$ cat src/hdl/mtfd_pkg.sv
// Shared types and constants for the multi-tap feedback delay.
// Holds the configuration register map, reset values and the config bundle type.
// No dependencies.
`timescale 1ns / 1ps
`default_nettype none

package mtfd_pkg;

  // fixed field widths
  localparam int DELAY_W = 17;
  localparam int COUNT_W = 4;
  localparam int GAIN_W  = 8;
  localparam int PACK_W  = 64;
  localparam int DATA_W  = 64;
  localparam int ADDR_W  = 6;

  // register map, one 64-bit register every 8 bytes
  typedef enum logic [2:0] {
    REG_DELAY  = 3'd0,
    REG_TAPS   = 3'd1,
    REG_SEND   = 3'd2,
    REG_DRY    = 3'd3,
    REG_WET    = 3'd4,
    REG_FB     = 3'd5,
    REG_TAP_L  = 3'd6,
    REG_TAP_R  = 3'd7
  } reg_idx_t;

  // reset values
  localparam logic [DELAY_W-1:0] DELAY_RST = 17'd24000;
  localparam logic [COUNT_W-1:0] TAPS_RST  = 4'd4;
  localparam logic [GAIN_W-1:0]  GAIN_RST  = 8'd128;
  localparam logic [PACK_W-1:0]  FB_RST    = 64'h0;
  localparam logic [PACK_W-1:0]  PAN_RST   = 64'h5A5A5A5A5A5A5A5A;

  // configuration seen by the datapath
  typedef struct packed {
    logic [COUNT_W-1:0] tap_count;
    logic [GAIN_W-1:0]  send_gain;
    logic [GAIN_W-1:0]  dry_out_gain;
    logic [GAIN_W-1:0]  wet_out_gain;
    logic [PACK_W-1:0]  feedback_gains;
    logic [PACK_W-1:0]  tap_left_gains;
    logic [PACK_W-1:0]  tap_right_gains;
  } cfg_t;

endpackage

`default_nettype wire

$ cat src/hdl/mtfd_regs.sv
// Configuration register file with an APB-style port.
// Also reduces the tap spacing modulo the line depth, one subtract per cycle.
// Depends on mtfd_pkg.
`timescale 1ns / 1ps
`default_nettype none

module mtfd_regs import mtfd_pkg::*; #(
  parameter int LINE_DEPTH = 1048576,
  parameter int LA_W       = 20
) (
  input  wire logic              clk,
  input  wire logic              rst,
  input  wire logic              psel,
  input  wire logic              penable,
  input  wire logic              pwrite,
  input  wire logic [ADDR_W-1:0] paddr,
  input  wire logic [DATA_W-1:0] pwdata,
  output logic      [DATA_W-1:0] prdata,
  output logic                   pready,
  output cfg_t                   cfg,
  output logic      [LA_W-1:0]   dly_red,
  output logic                   dly_busy
);

  localparam int DM_W = (LA_W > DELAY_W) ? LA_W : DELAY_W;

  logic [DELAY_W-1:0] delay_samples;
  logic [DM_W-1:0]    dly_mod;
  logic               wr_en;
  reg_idx_t           idx;

  assign pready = 1'b1;
  assign wr_en  = psel && penable && pwrite;
  assign idx    = reg_idx_t'(paddr[ADDR_W-1:3]);

  // register writes
  always_ff @(posedge clk) begin
    if (rst) begin
      delay_samples       <= DELAY_RST;
      cfg.tap_count       <= TAPS_RST;
      cfg.send_gain       <= GAIN_RST;
      cfg.dry_out_gain    <= GAIN_RST;
      cfg.wet_out_gain    <= GAIN_RST;
      cfg.feedback_gains  <= FB_RST;
      cfg.tap_left_gains  <= PAN_RST;
      cfg.tap_right_gains <= PAN_RST;
    end else if (wr_en) begin
      case (idx)
        REG_DELAY: delay_samples       <= pwdata[DELAY_W-1:0];
        REG_TAPS:  cfg.tap_count       <= pwdata[COUNT_W-1:0];
        REG_SEND:  cfg.send_gain       <= pwdata[GAIN_W-1:0];
        REG_DRY:   cfg.dry_out_gain    <= pwdata[GAIN_W-1:0];
        REG_WET:   cfg.wet_out_gain    <= pwdata[GAIN_W-1:0];
        REG_FB:    cfg.feedback_gains  <= pwdata;
        REG_TAP_L: cfg.tap_left_gains  <= pwdata;
        REG_TAP_R: cfg.tap_right_gains <= pwdata;
        default:   ;
      endcase
    end
  end

  // spacing modulo line depth, reduced by repeated subtraction
  always_ff @(posedge clk) begin
    if (rst) begin
      dly_mod  <= DM_W'(DELAY_RST);
      dly_busy <= 1'b1;
    end else if (wr_en && idx == REG_DELAY) begin
      dly_mod  <= DM_W'(pwdata[DELAY_W-1:0]);
      dly_busy <= 1'b1;
    end else if (dly_busy) begin
      if ({1'b0, dly_mod} >= (DM_W+1)'(LINE_DEPTH)) begin
        dly_mod <= dly_mod - DM_W'(LINE_DEPTH);
      end else begin
        dly_busy <= 1'b0;
      end
    end
  end

  assign dly_red = dly_mod[LA_W-1:0];

  // register readback
  always_comb begin
    case (idx)
      REG_DELAY: prdata = DATA_W'(delay_samples);
      REG_TAPS:  prdata = DATA_W'(cfg.tap_count);
      REG_SEND:  prdata = DATA_W'(cfg.send_gain);
      REG_DRY:   prdata = DATA_W'(cfg.dry_out_gain);
      REG_WET:   prdata = DATA_W'(cfg.wet_out_gain);
      REG_FB:    prdata = cfg.feedback_gains;
      REG_TAP_L: prdata = cfg.tap_left_gains;
      REG_TAP_R: prdata = cfg.tap_right_gains;
      default:   prdata = '0;
    endcase
  end

endmodule

`default_nettype wire

$ cat config.mk
export PLATFORM = sky130hd
export DESIGN_NAME = mtfd_regs
export DESIGN_NICKNAME = d
export VERILOG_FILES = /design/src/hdl/mtfd_pkg.sv /design/src/hdl/mtfd_regs.sv
export SDC_FILE = /design/constraint.sdc
export NUM_CORES = 1
export LEC_CHECK = 0
export ABC_AREA = 1
export BUFFER_PORTS_ARGS = -buffer_cell sky130_fd_sc_hd__buf_2
export CAP_MARGIN = 5
export CORE_AREA = 2 2 147 149
export DETAILED_ROUTE_END_ITERATION = 7
export DIE_AREA = 0 0 149 151
export PLACE_DENSITY = 0.8
export SLEW_MARGIN = 15
export SYNTH_ARGS = -nofsm -noshare
export SYNTH_HDL_FRONTEND = slang
export SYNTH_SLANG_ARGS = --single-unit
$ cat constraint.sdc
create_clock -name clk -period 1.55 [get_ports clk]
set_clock_uncertainty 0.1 [all_clocks]
set_input_delay 0.0775 -clock clk [delete_from_list [all_inputs] [get_ports clk]]
set_output_delay 0.0775 -clock clk [all_outputs]
set_load 0.05 [all_outputs]
; Word level (Yosys, flattened, before mapping)
; Cells that the tools add are included.
; W data, S select, Z words.
[word_totals]
regBits = 255
wordCells = 31
[op_classes]
eq_ne = 7
muxes = 2
n_reduce_logical = 12
[op_table]
columns = op, count
row1 = $pmux W64 S8, 1
row2 = $reduce_and A2 Y1, 8
row3 = $eq A3 B3 Y1 const B, 4
row4 = $eq A3 B2 Y1 const B, 2
row5 = $eq A3 B1 Y1 const B, 1
row6 = $logic_and A1 B1 Y1, 3
row7 = $logic_not A3 Y1, 1
row8 = $mux W1, 1

; Logic depth before layout (Yosys ltp)
; Gate-level depths: netlist of run 1.
[depth]
word_depth = 4
mapped_depth = 9
mapped_depth_nobuf = 6

; Worst setup path after synthesis of run 1
; No wires, ideal clock.
[synth_path]
path_kind = input -> output
startpoint = input port paddr[5]
endpoint = output port prdata[10]
t_arrival_ns = 1.383
slack_ns = -0.011
cell_stages = 7
n_path_buf = 2
cell_sequence = buf_2 -> inv_4 -> nand2_1 -> clkinv_1 -> buf_2 -> nand2_1 -> nand4_1
[synth_via]
elab_chain_len = 2
elab_cells_between_ends = 9
cone_classes = eq/ne (7) / mux (1) / reduce/logical (1)
[synth_lines]
columns = element, line
row1 = "start, declared", mtfd_regs.sv:16  ; input wire logic [ADDR_W-1:0] paddr,
row2 = $eq A3 B3 Y1 (tied with other cells), mtfd_regs.sv:83  ; case (idx)
row3 = $pmux W64 S8 *, mtfd_regs.sv:83
row4 = "end, declared", mtfd_regs.sv:18  ; output logic [DATA_W-1:0] prdata,
; Mark *: on every way between the ends. The rest lies on a longest branch, timed or not.

; Final worst setup path of run 1
[layout_path]
startpoint = register cfg[135] (netlist name)
endpoint = output port prdata[7]
[layout_via]
elab_chain_len = 1
[layout_lines]
columns = element, line
row1 = "start, declared", mtfd_regs.sv:20  ; output cfg_t cfg,
row2 = $pmux W64 S8, mtfd_regs.sv:83
; Every way passes these cells.

==> results of run 1 <==
==> repair_timing <==
action | CTS | global route
endpoints found under the setup margin | 13 | 29
hold endpoints to repair | 238 | 0
hold buffers | 67 | 0
buffers inserted | 14 | 0
resized for setup | 56 | 36
pin swaps | 23 | 10
==> area by class of cell <==
cell class | count | share of cell area
Sequential cell | 238 | 0.340
Multi-Input combinational cell | 1064 | 0.333
Timing Repair Buffer | 501 | 0.235
Clock buffer | 35 | 0.0512
Tap cell | 275 | 0.0243
Clock inverter | 8 | 0.00841
Inverter | 26 | 0.00814
Antenna cell | 1 | 0.000177
==> path summary, 6_finish.rpt <==
check / start / endpoint / slack [ps] / cells after the start
hold reg to reg: cfg[89]$_SDFFE_PP1P_ / cfg[89]$_SDFFE_PP1P_ / 380 / 2
hold / removal: penable / cfg[132]$_SDFFE_PP0P_ / 70 / 5
setup reg to reg: cfg[17]$_SDFFE_PP1P_ / cfg[17]$_SDFFE_PP1P_ / 280 / 3
setup / recovery: cfg[135]$_SDFFE_PP0P_ / prdata[7] / -70 / 5
==> worst reg2reg max path, cell delays in order (launching register included) <==
cell           delay, ps
dfxtp_1              340
nand2_1               70
nand3_1               70
dlygate4sd3_1        570
==> state kept, by name, indices dropped and copies added, names as in the netlist <==
register,flops
delay_samples,17
dly_busy,1
cfg,220
==> cells in the final DEF (no fill, tap or decap), types with 26 or more instances in the layout <==
master and n:
buf_2 348, buf_4 48, dfxtp_1 205, dfxtp_2 33, dlygate4sd3_1 67, nand2_1 352
nand3_1 134, nand4_1 32, nor2_1 276, nor3_1 67, o21ai_0 137, o21ai_1 26
==> layer usage <==
| layer | part of all wire | up-vias | global-route usage | routed length (µm) |
|---|---|---|---|---|
| li1 | - | 5522 | - | - |
| met1 | 0.37 | 5530 | 0.388 | 14000 |
| met2 | 0.50 | 720 | 0.562 | 18900 |
| met3 | 0.098 | 120 | 0.0633 | 3710 |
| met4 | 0.036 | 0 | 0.129 | 1380 |
| met5 | 0 | - | 0 | 0 |
==> stage by stage <==
stage          worst slack (ps)  std cells
2_1_floorplan              18.3       1439
3_3_place_gp               58.1       2023
3_5_place_dp               44.5       2023
4_1_cts                   -62.6       2147
5_1_grt                    -137       2147
6_report                  -73.2       2148
==> cell families (layout without fill, tap and decap cells) <==
family,count (synthesis),in the layout
compound gates,176,176
buf+inv,137,570
flops,238,238
other cells,2,5
simple gates,884,884
==> power groups by stage <==
stage | clock, mW | sequential [mW] | combinational, mW
final | 6.14 | 6.27 | 1.76
after global routing | 6.44 | 6.27 | 1.85
after CTS | 6.18 | 6.27 | 1.72
after detailed placement | 0 | 6.40 | 1.54
after global placement | 0 | 6.40 | 1.52
after floorplan | 0 | 6.67 | 0.761
==> run summary, run 1 <==
Global route
* 72 — pin count of the biggest net entering global routing
* 0 — number of antenna violations at the first check in global routing
* 0.321 — Total GRT Usage
* 0 — grt total ovfl
* 11000 — number of global-route vias before repair
* 57900 µm — wire length of the first global-routing pass

Die
* 22500 µm² — floorplan die area
* 149 µm — die boundary width
* 381 — Ports
* 53 — # rows
* 0.482 — Starting Density
* 20800 µm² — Core Area
* 151 µm — die outline height

Final layout
* 4700 µm² — area occupied by multi-input gates
* 14100 µm² — post-route cell area
* 4810 µm² — total area of sequential cells
* 0.679 — Final Util
* 1685 — filler instances
* 1930 — Layout Nets
* 40.8% — area growth from synthesis to layout
* 0.291 — share of cells above drive strength 1

Logic synthesis
* 0 — proportion of synthesized area in mux cells
* 1437 — synthesized instance count
* 10000 µm² — cell area after synthesis
* 0 — Synth Area in XOR/XNOR
* 0 — number of flops mapped to enable cells by yosys
* 0 — Synth Area in Adders
* dfxtp_1 — library cell with the largest summed area after synthesis
* dfxtp_1 — predominant post-synthesis flop cell
* 6.98 µm² — syn_area_per_cell
* dfxtp_1, nand2_1, nor2_1 — cell types occupying the most area after synthesis
* 27 — number of different library cells in the post-synthesis netlist
* 0 — warning count from the yosys run
* 238 — synthesis-stage register bit count
* 0.475 — proportion of synthesized chip area in sequential cells
* 0.372 — simple logic cell fraction of the synthesized area
* 0.475 — Yosys top cell area share
* simple AND/OR/NAND/NOR gates — main combinational cell family by area after synthesis
* 0.0893 — Compound-Gate Fraction of Synth Area
* nand2_1, nor2_1, dfxtp_1 — list of most frequent post-synthesis cells
* nand2_1 — count leader, synth
* 0 — proportion of synthesized flip-flops having asynchronous set or reset

Power
* 3.72 mW — net switching power
* 7.01 nW — standby leakage power
* 0.000708 V — worst ir drop on vdd
* 0.262 — Sw Share
* 0.443 — portion of total power attributed to sequential cells
* 10.4 mW — P_int
* 0.124 — combinational share of power
* 0.433 — part of the power in the clock network
* 1000 nW/µm² — P per Cell Area
* 14.2 mW — Design Power

Outcome
* setup timing — violated checks
* finished with violations — status

Setup path
* dfxtp_1 — Critical Path Slowest Stage Cell
* flop — startpoint type of the worst setup path
* 1 — count of buffer and inverter cells on the critical path
* output pin — type of destination of the critical path
* 3 — maximum fanout count along the critical path
* 1450 ps — Arr. time, crit path
* 340 ps — CP peak stage delay
* nand4_1 -> nand2_1 -> nor2_2 -> nand3_2 -> buf_8 — Cell Chain, Critical Path
* 1370 ps — Critical Path RT
* simple AND/OR/NAND/NOR gates — family with the most delay on the worst path
* flop to output pin — path type of the worst setup path

STA
* -73.2 ps — worst setup slack after layout
* 0 — number of hold violations in the final report
* 0 — total count of max-transition violations in the final report
* 1620 ps — final critical path time including I/O delays and setup
* -256 ps — aggregate negative setup slack
* 1.05 — Period Utilization, post-route
* 68.5 ps — Hold Slack
* 616 MHz — f_max
* 0.636 — worst slew margin relative to its limit
* true — unrepaired setup endpoints after global routing
* 5 — endpoints failing setup
* 546 ps — transition time of the tightest slew-check pin

Detailed routing
* 5.54 — number of vias per cell after detailed routing
* 37900 µm — Routed Wire Length
* 0 — antenna-violating nets left
* 11900 — via count of the routed design
* 6 — Detailed Routing Iterations Pass 1
* 0 — detailed-route DRC error count
* 17.6 µm — average wire per cell in the routed design
* 983 — DRC violation total after the first TritonRoute iteration

Worst hold path
* primary input to flop — class of the tightest hold or removal check

Clock network
* 520 ps — Clock Latency Late Sink
* clkbuf_16 — Clock Root Buffer
* 60 ps — clock-pin transition on the worst setup and hold timing paths
* 1 — H-tree levels
* 3 — number of buffers between clock root and the deepest sink
* built — clock tree from TritonCTS
* 238 — TritonCTS sink count
* 24 — number of buffers created by CTS

Placed design
* 0.899 — final RePlAce weighted congestion
* 24400 µm — HPWL reported at the end of detailed placement
* 373 — # port buffers
* 12300 µm² — post-detailed-placement cell area

Run
* 0 — Max Cap Viol

Power figures use the tool's default switching activity.
==> inputs of run 2 (changes only) <==
Settings changed: ABC_AREA 1 to default, CORE_AREA 2 2 147 149 to default, CORE_UTILIZATION from default to 50, CTS_BUF_LIST from default to sky130_fd_sc_hd__clkbuf_16, DIE_AREA 0 0 149 151 to default, PLACE_DENSITY 0.8 to 0.82.
==> run summary, run 2 <==
Power
* 14.2 mW — Design Power, +0.55%
* 847 nW/µm² — P per Cell Area, -16%
* 7.12 nW — standby leakage power, +1.4%
* 0.000938 V — worst ir drop on vdd, +32%

Logic synthesis
* dfxtp_1 — library cell with the largest summed area after synthesis
* 10400 µm² — cell area after synthesis, +4.0%
* nand2_1 — count leader, synth
* 0 — warning count from the yosys run, unchanged
* 0 — Synth Area in Adders, unchanged
* 0 — number of flops mapped to enable cells by yosys, unchanged
* 8.12 µm² — syn_area_per_cell, +16%
* 38 — number of different library cells in the post-synthesis netlist, +41%
* 0.456 — proportion of synthesized chip area in sequential cells, -0.0183
* 0.0778 — proportion of synthesized area in mux cells, +0.0778
* 1286 — synthesized instance count, -11%
* dfxtp_1, a21oi_1, nand2_1 — cell types occupying the most area after synthesis
* 238 — synthesis-stage register bit count, unchanged
* dfxtp_1 — predominant post-synthesis flop cell
* simple AND/OR/NAND/NOR gates — main combinational cell family by area after synthesis
* 0.189 — Compound-Gate Fraction of Synth Area, +0.0995
* 0 — Synth Area in XOR/XNOR, unchanged
* 0.456 — Yosys top cell area share, -0.0183
* 0 — proportion of synthesized flip-flops having asynchronous set or reset, unchanged
* 0.216 — simple logic cell fraction of the synthesized area, -0.156
* nand2_1, a21oi_1, dfxtp_1 — list of most frequent post-synthesis cells

Setup path
* mux2_4 -> a22oi_2 -> nor2b_4 -> buf_8 — Cell Chain, Critical Path
* 340 ps — CP peak stage delay, about the same
* flop — startpoint type of the worst setup path
* 1740 ps — Arr. time, crit path, +290 ps
* dfxtp_2 — Critical Path Slowest Stage Cell
* flop to output pin — path type of the worst setup path
* 1370 ps — Critical Path RT, about the same
* output pin — type of destination of the critical path
* 2 — maximum fanout count along the critical path, -1

Detailed routing
* 1283 — DRC violation total after the first TritonRoute iteration, +31%
* 0 — detailed-route DRC error count, unchanged
* 22.7 µm — average wire per cell in the routed design, +29%
* 48300 µm — Routed Wire Length, +28%
* 6.20 — number of vias per cell after detailed routing, +12%
* 8 — Detailed Routing Iterations Pass 1, +2
* 13200 — via count of the routed design, +11%
* 0 — antenna-violating nets left, unchanged

Global route
* 13100 — number of global-route vias before repair, +20%
* 0 — grt total ovfl, unchanged
* 0.427 — Total GRT Usage, +0.105
* 55 — pin count of the biggest net entering global routing, -24%
* 71800 µm — wire length of the first global-routing pass, +24%
* 2 — number of antenna violations at the first check in global routing, +2

Final layout
* nand2_1 — leading cell type in the layout, fill and taps excluded
* 1910 — Layout Nets, -1.0%
* 220 — max reg flops, unchanged
* cfg x220, delay_samples x17, dly_busy x1 — registers with the highest flip-flop counts
* nand2_1, buf_2, a21oi_1 — highest-count cells in the layout ignoring fill and taps
* 16800 µm² — post-route cell area, +19%
* 61.2% — area growth from synthesis to layout
* 0.510 — share of cells above drive strength 1, +0.220
* 1057 — filler instances, -37%
* 4950 µm² — total area of sequential cells, +2.9%
* cfg — register name with the most flops
* 5870 µm² — area occupied by multi-input gates, +25%

Placed design
* 13200 µm² — post-detailed-placement cell area, +7.6%
* 25200 µm — HPWL reported at the end of detailed placement, +3.0%
* 0.897 — final RePlAce weighted congestion, -0.21%
* 373 — # port buffers, unchanged

STA
* true — unrepaired setup endpoints after global routing
* -371 ps — worst setup slack after layout, -298 ps
* 0 — total count of max-transition violations in the final report, unchanged
* 0 — number of hold violations in the final report, unchanged
* 1920 ps — final critical path time including I/O delays and setup, +298 ps
* 521 MHz — f_max, -15%
* 64 — endpoints failing setup, +59
* -11280 ps — aggregate negative setup slack, -11030 ps
* 1.24 — Period Utilization, post-route, +0.192

Die
* 52 — # rows, -1.9%
* 146 µm — die boundary width, -1.7%
* 21500 µm² — floorplan die area, -4.6%
* 146 µm — die outline height, -3.0%
* 20400 µm² — Core Area, -2.2%
* 0.513 — Starting Density, +0.0306
* 381 — Ports, unchanged

Run
* 0 — Max Cap Viol, unchanged

Clock network
* 238 — TritonCTS sink count, unchanged
* clkbuf_16 — Clock Root Buffer
* 520 ps — Clock Latency Late Sink, about the same
* 1 — H-tree levels, unchanged
* 25 — number of buffers created by CTS, +4.2%
* 60 ps — clock-pin transition on the worst setup and hold timing paths, about the same
* built — clock tree from TritonCTS
* 3 — number of buffers between clock root and the deepest sink, unchanged

Outcome
* finished with violations — status
* setup timing — violated checks

Worst hold path
* primary input to flop — class of the tightest hold or removal check

[run 2: per-stage QoR]
stage | hold slack, ps | worst slack (ps) | util | instances
CTS | 4.45 | -290 | 0.813 | 2109
detailed placement | 236 | -86.9 | 0.650 | 1886
global placement | 231 | -92.6 | 0.650 | 1886
global route | 53.5 | -416 | 0.826 | 2124
floorplan | 94.4 | -164 | - | 1288
finish | 24.5 | -371 | 0.826 | 2125
[run 2: per-layer routing]
metal | track usage | up-vias | wire length (µm)
li1 | - | 5500 | -
met1 | 0.464 | 6081 | 16100
met2 | 0.701 | 1209 | 22600
met3 | 0.125 | 391 | 5570
met4 | 0.324 | 2 | 4080
met5 | 0.00227 | - | 14
[run 2: where the power goes]
group          internal [mW]  switching (mW)  total, mW  leakage, nW
registers               6.16          0.0412       6.20         1.93
clock network           3.45            2.59       6.04        0.417
logic                  0.771            1.23       2.00         4.76
[run 2: cell families (layout without fill, tap and decap cells)]
kind of cell           count (synthesis)  after routing
AOI/OAI and AO/OA                    344            344
muxes                                 74             74
buffers and inverters                124            690
and+or+nand+nor                      504            504
DFF                                  238            238
other                                  2              5
[run 2: what timing repair did]
action | in CTS | in global routing
pin swaps | 62 | 56
setup endpoints to repair | 64 | 78
hold buffers | 66 | 0
gates cloned | 0 | 2
gates resized for setup | 358 | 45
hold endpoints to repair | 237 | 0
buffers inserted | 111 | 13
[run 2: final cells by class]
class	instances	area share
Sequential cell	238	0.294
Tap cell	270	0.0201
Clock buffer	25	0.0372
Multi-Input combinational cell	926	0.349
Inverter	4	0.000892
Clock inverter	21	0.0109
Timing Repair Buffer	640	0.288
Antenna cell	1	0.000149
[run 2: path summary, 6_finish.rpt]
check | start | endpoint | slack, ps | cells after the start
worst min-delay path | psel | cfg[196]$_SDFFE_PP0P_ | 20 | 4
worst max register to register | cfg[102]$_SDFFE_PP1P_ | cfg[102]$_SDFFE_PP1P_ | 470 | 4
worst max-delay path | cfg[119]$_SDFFE_PP0P_ | prdata[55] | -370 | 4
worst min register to register | cfg[214]$_SDFFE_PP0P_ | cfg[214]$_SDFFE_PP0P_ | 370 | 2
[run 2: critical path, delay by kind of cell, from the launching register on]
kind | cells | cell delay (ps)
AOI/OAI and AO/OA | 1 | 330
and+or+nand+nor | 1 | 80
DFF | 1 | 340
buffers and inverters | 1 | 160
muxes | 1 | 310
==> inputs of run 3 (changes only) <==
==> constraint.sdc (replaced) <==
create_clock -name clk -period 1.55 [get_ports clk]
set_clock_uncertainty 0.1 [all_clocks]
set_input_delay 0.31 -clock clk [delete_from_list [all_inputs] [get_ports clk]]
set_output_delay 0.31 -clock clk [all_outputs]
set_load 0.05 [all_outputs]
==> run summary, run 3 <==
Clock network
* 3 — number of buffers between clock root and the deepest sink, unchanged
* clkbuf_16 — Clock Root Buffer
* 25 — number of buffers created by CTS, unchanged
* 238 — TritonCTS sink count, unchanged
* 1 — H-tree levels, unchanged

Global route
* 0.749 — Total GRT Usage
* 120 — grt total ovfl
* 43 — pin count of the biggest net entering global routing

Logic synthesis
* 0 — warning count from the yosys run, unchanged
* nand2_1 — count leader, synth
* dfxtp_1 — predominant post-synthesis flop cell
* 10400 µm² — cell area after synthesis, unchanged
* 0 — number of flops mapped to enable cells by yosys, unchanged
* nand2_1, a21oi_1, dfxtp_1 — list of most frequent post-synthesis cells
* 238 — synthesis-stage register bit count, unchanged
* 0 — proportion of synthesized flip-flops having asynchronous set or reset, unchanged
* dfxtp_1 — library cell with the largest summed area after synthesis
* 38 — number of different library cells in the post-synthesis netlist, unchanged
* 0.456 — proportion of synthesized chip area in sequential cells, unchanged
* 0.456 — Yosys top cell area share, unchanged
* 1286 — synthesized instance count, unchanged
* 8.12 µm² — syn_area_per_cell, unchanged
* dfxtp_1, a21oi_1, nand2_1 — cell types occupying the most area after synthesis

Die
* 381 — Ports, unchanged
* 0.513 — Starting Density, unchanged
* 52 — # rows, unchanged
* 146 µm — die outline height, unchanged
* 146 µm — die boundary width, unchanged

Outcome
* 5_1_grt — Stop stage
* stopped before the end — status
* [ERROR GRT-0232] Routing congestion too high. Check the congestion heatmap in the GUI. — first error

STA
* top-level output — worst endpoint type
* prdata[1] — endpoint with the least setup slack after the last repair

Placed design
* -532 ps — worst slack, placed, -445 ps
* 26200 µm — HPWL reported at the end of detailed placement, +4.0%
* 373 — # port buffers, unchanged
* 0.920 — final RePlAce weighted congestion, +2.5%

-- run 3: cell counts after synthesis --
Identical to the previous run, type by type.
-- run 3: stage by stage --
step           cells  instance area (µm²)   util  hold slack [ps]  TNS (ps)
2_1_floorplan   1288                11400      -              327     -9490
3_3_place_gp    1955                14300  0.702              344   -118780
3_5_place_dp    1955                14300  0.702              354   -127590
4_1_cts         2129                17700  0.872            0.217    -24950
-- run 3: kinds of logic after synthesis --
group	Yosys count	share of synthesized area
other cells	2	0.000719
flops	238	0.456
compound gates	344	0.189
buf+inv	124	0.0603
simple gates	504	0.216
mux	74	0.0778
-- run 3: repair_timing --
action,4_1_cts
hold buffers,59
setup buffers,76
pin swaps,62
gates cloned,1
hold endpoints to repair,153
gates resized for setup,528
setup endpoints to repair,222
-- run 3: metal layers --
layer / track usage / GRT overflow
met1: 0.754 / 3
met2: 0.958 / 64
met3: 0.536 / 1
met4: 0.777 / 52
met5: 0.143 / 0
==> inputs of run 4 (changes only) <==
Settings changed: CORE_UTILIZATION 50 to 40, CTS_BUF_LIST sky130_fd_sc_hd__clkbuf_16 to default, PLACE_DENSITY 0.82 to default, PLACE_DENSITY_LB_ADDON from default to 0.15.
==> run summary, run 4 (synthesis results as in run 2) <==
Outcome
* finished with violations — status
* setup timing — violated checks

STA
* 0 — number of hold violations in the final report
* 0 — total count of max-transition violations in the final report
* 478 MHz — f_max
* -26270 ps — aggregate negative setup slack
* 1.35 — Period Utilization, post-route
* 79 — endpoints failing setup
* 2090 ps — final critical path time including I/O delays and setup
* 163 ps — Hold Slack
* -540 ps — worst setup slack after layout
* true — unrepaired setup endpoints after global routing

Power
* 14.9 mW — Design Power
* 744 nW/µm² — P per Cell Area
* 0.000806 V — worst ir drop on vdd
* 8.17 nW — standby leakage power

Global route
* 0 — number of antenna violations at the first check in global routing
* 0.318 — Total GRT Usage
* 0 — grt total ovfl
* 12200 — number of global-route vias before repair
* 57 — pin count of the biggest net entering global routing
* 67100 µm — wire length of the first global-routing pass

Setup path
* dfxtp_2 — Critical Path Slowest Stage Cell
* 320 ps — CP peak stage delay
* output pin — type of destination of the critical path
* 2 — maximum fanout count along the critical path
* mux2_2 -> a22o_1 -> a22o_4 -> buf_6 — Cell Chain, Critical Path
* 1140 ps — Critical Path RT
* compound AO/OA/AOI/OAI gates — family with the most delay on the worst path
* 1680 ps — Arr. time, crit path
* 1 — count of buffer and inverter cells on the critical path
* flop to output pin — path type of the worst setup path
* flop — startpoint type of the worst setup path

Die
* 381 — Ports, unchanged
* 164 µm — die boundary width, +12%
* 164 µm — die outline height, +12%
* 58 — # rows, +12%
* 25400 µm² — Core Area
* 26700 µm² — floorplan die area
* 0.411 — Starting Density, -0.102

Detailed routing
* 1119 — DRC violation total after the first TritonRoute iteration
* 0 — detailed-route DRC error count
* 12500 — via count of the routed design
* 0 — antenna-violating nets left
* 7 — Detailed Routing Iterations Pass 1
* 47500 µm — Routed Wire Length
* 5.59 — number of vias per cell after detailed routing
* 21.2 µm — average wire per cell in the routed design

Placed design
* 14400 µm² — post-detailed-placement cell area, +0.80%
* 0.869 — final RePlAce weighted congestion, -5.5%
* 26200 µm — HPWL reported at the end of detailed placement, about the same
* 2019 — placed cells, +3.3%
* 373 — # port buffers, unchanged

Worst hold path
* primary input to flop — class of the tightest hold or removal check

Clock network
* clkbuf_16 — Clock Root Buffer
* 60 ps — clock-pin transition on the worst setup and hold timing paths
* built — clock tree from TritonCTS
* 1 — H-tree levels, unchanged
* 3 — number of buffers between clock root and the deepest sink, unchanged
* 238 — TritonCTS sink count, unchanged
* 530 ps — Clock Latency Late Sink
* 26 — number of buffers created by CTS, +4.0%

Final layout
* 91.4% — area growth from synthesis to layout
* 2235 — post-route insts no fill
* 0.552 — share of cells above drive strength 1
* 0 — Diodes inserted
* 20000 µm² — post-route cell area
* 220 — max reg flops
* cfg x220, delay_samples x17, dly_busy x1 — registers with the highest flip-flop counts
* nand2_1 — leading cell type in the layout, fill and taps excluded
* nand2_1, a21oi_1, buf_6 — highest-count cells in the layout ignoring fill and taps
* 1476 — filler instances
* 1960 — Layout Nets
* cfg — register name with the most flops

Run
* 0 — Max Cap Viol

==> run 4: power by group <==
group | internal, mW | leakage (nW) | switching, mW
Clock | 3.92 | 0.445 | 2.54
Sequential | 6.16 | 1.95 | 0.0438
Combinational | 0.951 | 5.77 | 1.25
==> run 4: path summary, 6_finish.rpt <==
kind | from | end | slack (ps) | depth (start not counted)
max | cfg[10]$_SDFFE_PP0P_ | prdata[10] | -540 | 4
min | rst | cfg[194]$_SDFFE_PP0P_ | 160 | 2
max reg2reg | cfg[118]$_SDFFE_PP1P_ | cfg[118]$_SDFFE_PP1P_ | 490 | 4
min reg2reg | cfg[135]$_SDFFE_PP0P_ | cfg[135]$_SDFFE_PP0P_ | 370 | 2
==> run 4: per-layer routing <==
metal / wire length (µm) / up-vias / GRT usage
li1: - / 5607 / -
met1: 17400 / 5951 / 0.374
met2: 23900 / 747 / 0.554
met3: 3600 / 192 / 0.0566
met4: 2530 / 0 / 0.160
met5: 0 / - / 0
==> run 4: per-stage QoR <==
stage | util | setup WS [ps]
after floorplan | - | -245
after global placement | 0.568 | -508
after detailed placement | 0.568 | -550
after CTS | 0.748 | -541
after global routing | 0.787 | -575
final | 0.787 | -540
==> run 4: final cells by class <==
type / instances / area (µm²) / area share
Timing Repair Buffer: 689 / 7660 / 0.384
Multi-Input combinational cell: 926 / 5990 / 0.300
Sequential cell: 238 / 5000 / 0.250
Clock buffer: 46 / 867 / 0.0434
Tap cell: 330 / 413 / 0.0207
Clock inverter: 2 / 35.0 / 0.00175
Inverter: 4 / 15.0 / 0.000751
==> run 4: timing repair <==
item,CTS,global route
setup buffers,82,56
pin swaps,63,62
hold endpoints to repair,210,0
hold buffers,64,0
gates resized for setup,760,279
setup endpoints to repair,281,218
cloned,1,1
==> run 4: worst reg2reg max path: stages (launching register included) <==
cell and delay [ps]:
dfxtp_2 330, buf_6 110, buf_6 110, nor3_1 230
a21oi_1 70
